`src/rtl/plpd_pkg.sv`:
```
// ----------------------------------------------------------------------------
// plpd_pkg
// Shared type for the point to line projection and distance pipeline.
// ----------------------------------------------------------------------------
package plpd_pkg;

  // Stage control that every pipeline section receives from the top level.
  typedef struct packed {
    logic en;     // whole pipeline advances by one stage
    logic valid;  // an item enters the first stage of the section
  } pipe_ctl_t;

endpackage

```
`src/rtl/plpd_sqrt.sv`:
```
// ----------------------------------------------------------------------------
// plpd_sqrt
// Pipelined integer square root, one root bit per stage (floor).
// ----------------------------------------------------------------------------
module plpd_sqrt #(
  parameter int RW = 31,
  parameter int XW = 1
) (
  input  logic                clk,
  input  logic                rst_n,
  input  plpd_pkg::pipe_ctl_t ctl_i,
  input  logic [2*RW-1:0]     rad_i,
  input  logic [XW-1:0]       side_i,
  output logic                valid_o,
  output logic [RW-1:0]       root_o,
  output logic [XW-1:0]       side_o
);
  import plpd_pkg::*;

  logic            vld_r [RW];
  logic [RW+1:0]   rem_r [RW];
  logic [RW-1:0]   root_r [RW];
  logic [2*RW-1:0] rad_r [RW];
  logic [XW-1:0]   side_r [RW];

  for (genvar k = 0; k < RW; k++) begin : g_stage
    logic            vld_in;
    logic [RW+1:0]   rem_in;
    logic [RW-1:0]   root_in;
    logic [2*RW-1:0] rad_in;
    logic [XW-1:0]   side_in;
    logic [RW+3:0]   trial, tr;
    logic            ge;
    logic [RW+1:0]   rem_nxt;
    logic [RW-1:0]   root_nxt;

    if (k == 0) begin : g_src
      assign vld_in  = ctl_i.valid;
      assign rem_in  = '0;
      assign root_in = '0;
      assign rad_in  = rad_i;
      assign side_in = side_i;
    end else begin : g_src
      assign vld_in  = vld_r[k-1];
      assign rem_in  = rem_r[k-1];
      assign root_in = root_r[k-1];
      assign rad_in  = rad_r[k-1];
      assign side_in = side_r[k-1];
    end

    // Bring down two radicand bits and try 4*root+1.
    always_comb begin
      trial    = {rem_in, rad_in[2*RW-1:2*RW-2]};
      tr       = (RW+4)'({root_in, 2'b01});
      ge       = (trial >= tr);
      rem_nxt  = ge ? (RW+2)'(trial - tr) : trial[RW+1:0];
      root_nxt = {root_in[RW-2:0], ge};
    end

    always_ff @(posedge clk) begin
      if (!rst_n) begin
        vld_r[k] <= 1'b0;
      end else if (ctl_i.en) begin
        vld_r[k] <= vld_in;
      end
      if (ctl_i.en) begin
        rem_r[k]  <= rem_nxt;
        root_r[k] <= root_nxt;
        rad_r[k]  <= rad_in << 2;
        side_r[k] <= side_in;
      end
    end
  end

  assign valid_o = vld_r[RW-1];
  assign root_o  = root_r[RW-1];
  assign side_o  = side_r[RW-1];

endmodule
```
`config.mk`:
```
export PLATFORM = sky130hd
export DESIGN_NAME = plpd_sqrt
export DESIGN_NICKNAME = d
export VERILOG_FILES = /design/src/rtl/plpd_pkg.sv /design/src/rtl/plpd_sqrt.sv
export SDC_FILE = /design/constraint.sdc
export NUM_CORES = 2
export LEC_CHECK = 0
export BUFFER_PORTS_ARGS = -buffer_cell sky130_fd_sc_hd__clkbuf_2
export CORE_MARGIN = 2
export CORE_UTILIZATION = 54
export CTS_CLUSTER_DIAMETER = 120
export DETAILED_ROUTE_END_ITERATION = 6
export PLACE_DENSITY = 0.75
export SYNTH_ARGS = -nofsm -noshare
export SYNTH_HDL_FRONTEND = slang
export SYNTH_SLANG_ARGS = --single-unit
```
`constraint.sdc`:
```
create_clock -name clk -period 4.7 [get_ports clk]
set_input_delay 0.235 -clock clk [delete_from_list [all_inputs] [get_ports clk]]
set_output_delay 0.235 -clock clk [all_outputs]
set_load 0.02 [all_outputs]
```
==> results_dict.tcl <==
set metrics [dict create \
    total_power_mw 61.70 \
    required_ps 5310 \
    synth_commonest_cells "edfxtp_1 (2429), inv_1 (682), nand2_1 (546)" \
    ctsHtreeMaxLevel 5 \
    areaGrowthSynthToFinish_pct 12.46 \
    dieArea_sq_mm 0.2132 \
    seq_area_frac_synth 0.6447 \
    syn_inst 8737 \
    fmax_ghz 0.2383 \
    synth.area.mux_share 0.01180 \
    synth_top_cell_by_area "edfxtp_1" \
    cpPeakStageDelay_ps 480 \
    syn_area_sq_mm 0.1132 \
    place_inst 11550 \
    p_leak_nw 48.71 \
    crit_chain "ha_1 -> o21a_1 -> nor2_1 -> a21oi_1 -> a31oi_1 -> a21oi_1 -> a311o_1 -> a21oi_1 -> clkinv_1 -> buf_4 -> mux2_2" \
    synth.most_common_cell "edfxtp_1" \
    synth_top_family_by_area "simple AND/OR/NAND/NOR gates" \
    fp.dieH_um 461.8 \
    seqCellArea_sq_mm 0.07296 \
    relSlewSlack 0.2598 \
    antenna_found_initial 1 \
    drv_slew 0 \
    post-route-period-util 0.8928 \
    crit_path_frequent_cell "a21oi_1" \
    fin_ws_ps 504.0 \
    dp_hpwl_um 162900 \
    powerDensity_mw_per_mm2 484.8 \
    setup_viol 0 \
    timing.rr.end "rem_r[1][148]" \
    grt_pass1_wl_um 363900 \
    fin_crit_ps 4196 \
    io-pin-count 100 \
    post_cts_buffers 0 \
    worstSetupPathType "reg -> reg" \
    synth_top_area_frac 0.6446 \
    grt_max_degree 135 \
    firstDrtPassIters 6 \
    hp-start "rad_i[40]" \
    rows 168 \
    tns_ps 0 \
    hp-class "in -> reg" \
    cts_resized 0 \
    nets 9731 \
    yosysWarnings 0 \
    syn_avg_cell_area_sq_um 12.95 \
    yosysUniqueCellTypes 84 \
    synth_xor_area_frac 0.05913 \
    postRouteAntennaNets 0 \
    routedWlPerCell_um 19.02 \
    outcome "finished, final reports clean" \
    swShare 0.2756 \
    finish.utilization 0.6091 \
    hold_buffers 116 \
    drt-total-wl_um 230700 \
    ys_seq_elements 2430 \
    holdPathEnd "rad_r[0][40]" \
    intPower_mw 44.70 \
    clock_skew_ps 62.37 \
    grt_setup_unrepaired "false" \
    clk_latency_ps 920 \
    die_w_um 461.8 \
    cp_slowest_cell "a31oi_1" \
    cp_max_fo 37 \
    crit_path_start_kind "flop" \
    cap_violations 0 \
    place_congestion 0.9176 \
    grt.overflow.total 0 \
    multiInputGateArea_sq_mm 0.03695 \
    layout-drive-gt1-share 0.08152 \
    power.switching_mw 17.00 \
    synth-simple-area-share 0.1024 \
    numCtsBuffers 274 \
    hold_viol_final 0 \
    synth_edf_count 2429 \
    synth_async_sr_flop_share 0 \
    grt_pass1_vias 68430 \
    pwr-share-seq 0.473 \
    drt-initial-drc-count 5386 \
    r2r_slack_ps 500 \
    via_count 69140 \
    cp.arrival_ps 4810 \
    pre_cts_slack_ps 582.1 \
    gr-usage-all-layers 0.2139 \
    r2r_cells 11 \
    n_fill_cell 15970 \
    clockRootBuffer "clkbuf_16" \
    io_buffers 99 \
    postPlaceCellArea_sq_mm 0.1175 \
    synth_compound_area_frac 0.09438 \
    final_area_sq_mm 0.1273 \
    peakVddDrop_mv 0.3904 \
    clkTransAtPathRegs_ps 60 \
    drc 0 \
    clkSinkCount 2430 \
    whs_ps 74.77 \
    cts_tree "yes" \
    synth-main-ff-cell "edfxtp_1" \
    r2r_start "rem_r[1][99]" \
    clock_path_buffers 4 \
    end_kind "flop" \
    max_slew.worst_pin.slew_ps 1096 \
    syn_nets 9332 \
    pwr-share-comb 0.195 \
    hold_depth 2 \
    viasPerCell 5.700 \
    fp.coreArea_sq_mm 0.2089 \
    netlist_top_cells_area "edfxtp_1 (64%), ha_1 (5.8%), xor2_1 (3.0%)" \
    fin_cells 12130 \
    p_clk_frac 0.333 \
    start_util 0.5416 \
    synthAdderAreaFrac 0.05838 \
]
[layout by cell type, fill, tap and decap left out, types with 19 or more instances in the layout]
cell type,instances
nor4_1,115
or4_1,75
a21o_1,219
a21boi_0,33
nand4_1,92
a211oi_1,44
edfxtp_1,2429
nand2b_1,106
o211ai_1,33
nand3b_1,28
nor2b_1,72
nand3_1,154
or2_2,56
o21ai_0,432
clkinv_1,51
and2_1,36
clkinv_2,35
a21oi_1,527
or3_1,108
buf_4,80
bufinv_16,26
mux2_2,107
buf_12,23
nand2_1,546
nor4b_1,19
clkbuf_1,51
and3_1,72
inv_1,682
xnor2_1,379
o21bai_1,52
nor2_1,519
a31oi_1,40
ha_1,528
dlygate4sd3_1,116
o21a_1,103
clkbuf_2,98
clkbuf_16,281
nor3_1,233
o31ai_1,54
xor2_1,385
[worst max path at each step]
| stage | from | end | slack [ps] | cells after the start |
|---|---|---|---|---|
| finish | rem_r[1][99] | rem_r[1][148] | 500 | 11 |
| global route | root_r[1][93] | rem_r[1][148] | 240 | 12 |
| CTS | rem_r[1][99] | rem_r[1][148] | 570 | 11 |
| detailed placement | rem_r[1][99] | rem_r[1][139] | 580 | 11 |
| global placement | rem_r[1][99] | rem_r[1][138] | 740 | 11 |
| floorplan | rem_r[0][175] | rem_r[0][213] | 1090 | 9 |
[power groups by stage]
stage / Clock, mW / Combinational, mW / Sequential (mW)
final: 20.5 / 12.0 / 29.2
after global routing: 21.8 / 13.4 / 29.4
after CTS: 21.0 / 11.9 / 29.2
after detailed placement: 0 / 11.8 / 29.6
after global placement: 0 / 11.6 / 29.6
after floorplan: 0 / 8.87 / 28.6
[layer usage]
layer | GRT usage | up-vias | share of wire
li1 | - | 33230 | -
met1 | 0.2704 | 33620 | 0.42
met2 | 0.3739 | 1769 | 0.50
met3 | 0.02986 | 524 | 0.044
met4 | 0.08044 | 0 | 0.038
met5 | 0 | - | 0
[cells by family after synthesis]
family | Yosys count
AOI/OAI and AO/OA | 1717
xor gates and xnor gates | 764
adders and majority gates | 528
buffers and inverters | 880
DFF | 2430
muxes | 120
other | 1
and+or+nand+nor | 2297
[layout make-up]
class                           instances  area share
Multi-Input combinational cell       5427      0.2904
Antenna cell                            1  0.00001966
Timing Repair Buffer                  317     0.02131
Clock buffer                          332     0.05676
Sequential cell                      2430      0.5733
Clock inverter                        131     0.01047
Tap cell                             2805     0.02758
Inverter                              686     0.02023
[registers in the layout, indices dropped and copies added (netlist names)]
| name | flops |
|---|---|
| rad_r | 930 |
| side_r | 31 |
| rem_r | 942 |
| root_r | 496 |
| vld_r | 31 |
[critical path: cells and delay by family, from the launching register on]
kind            cells  cell delay (ps)
fa+ha+maj           1              360
flops               1              400
buf+inv             2              670
compound gates      6             2010
mux                 1              320
simple gates        1              150
(Power assumes the default switching activity.)
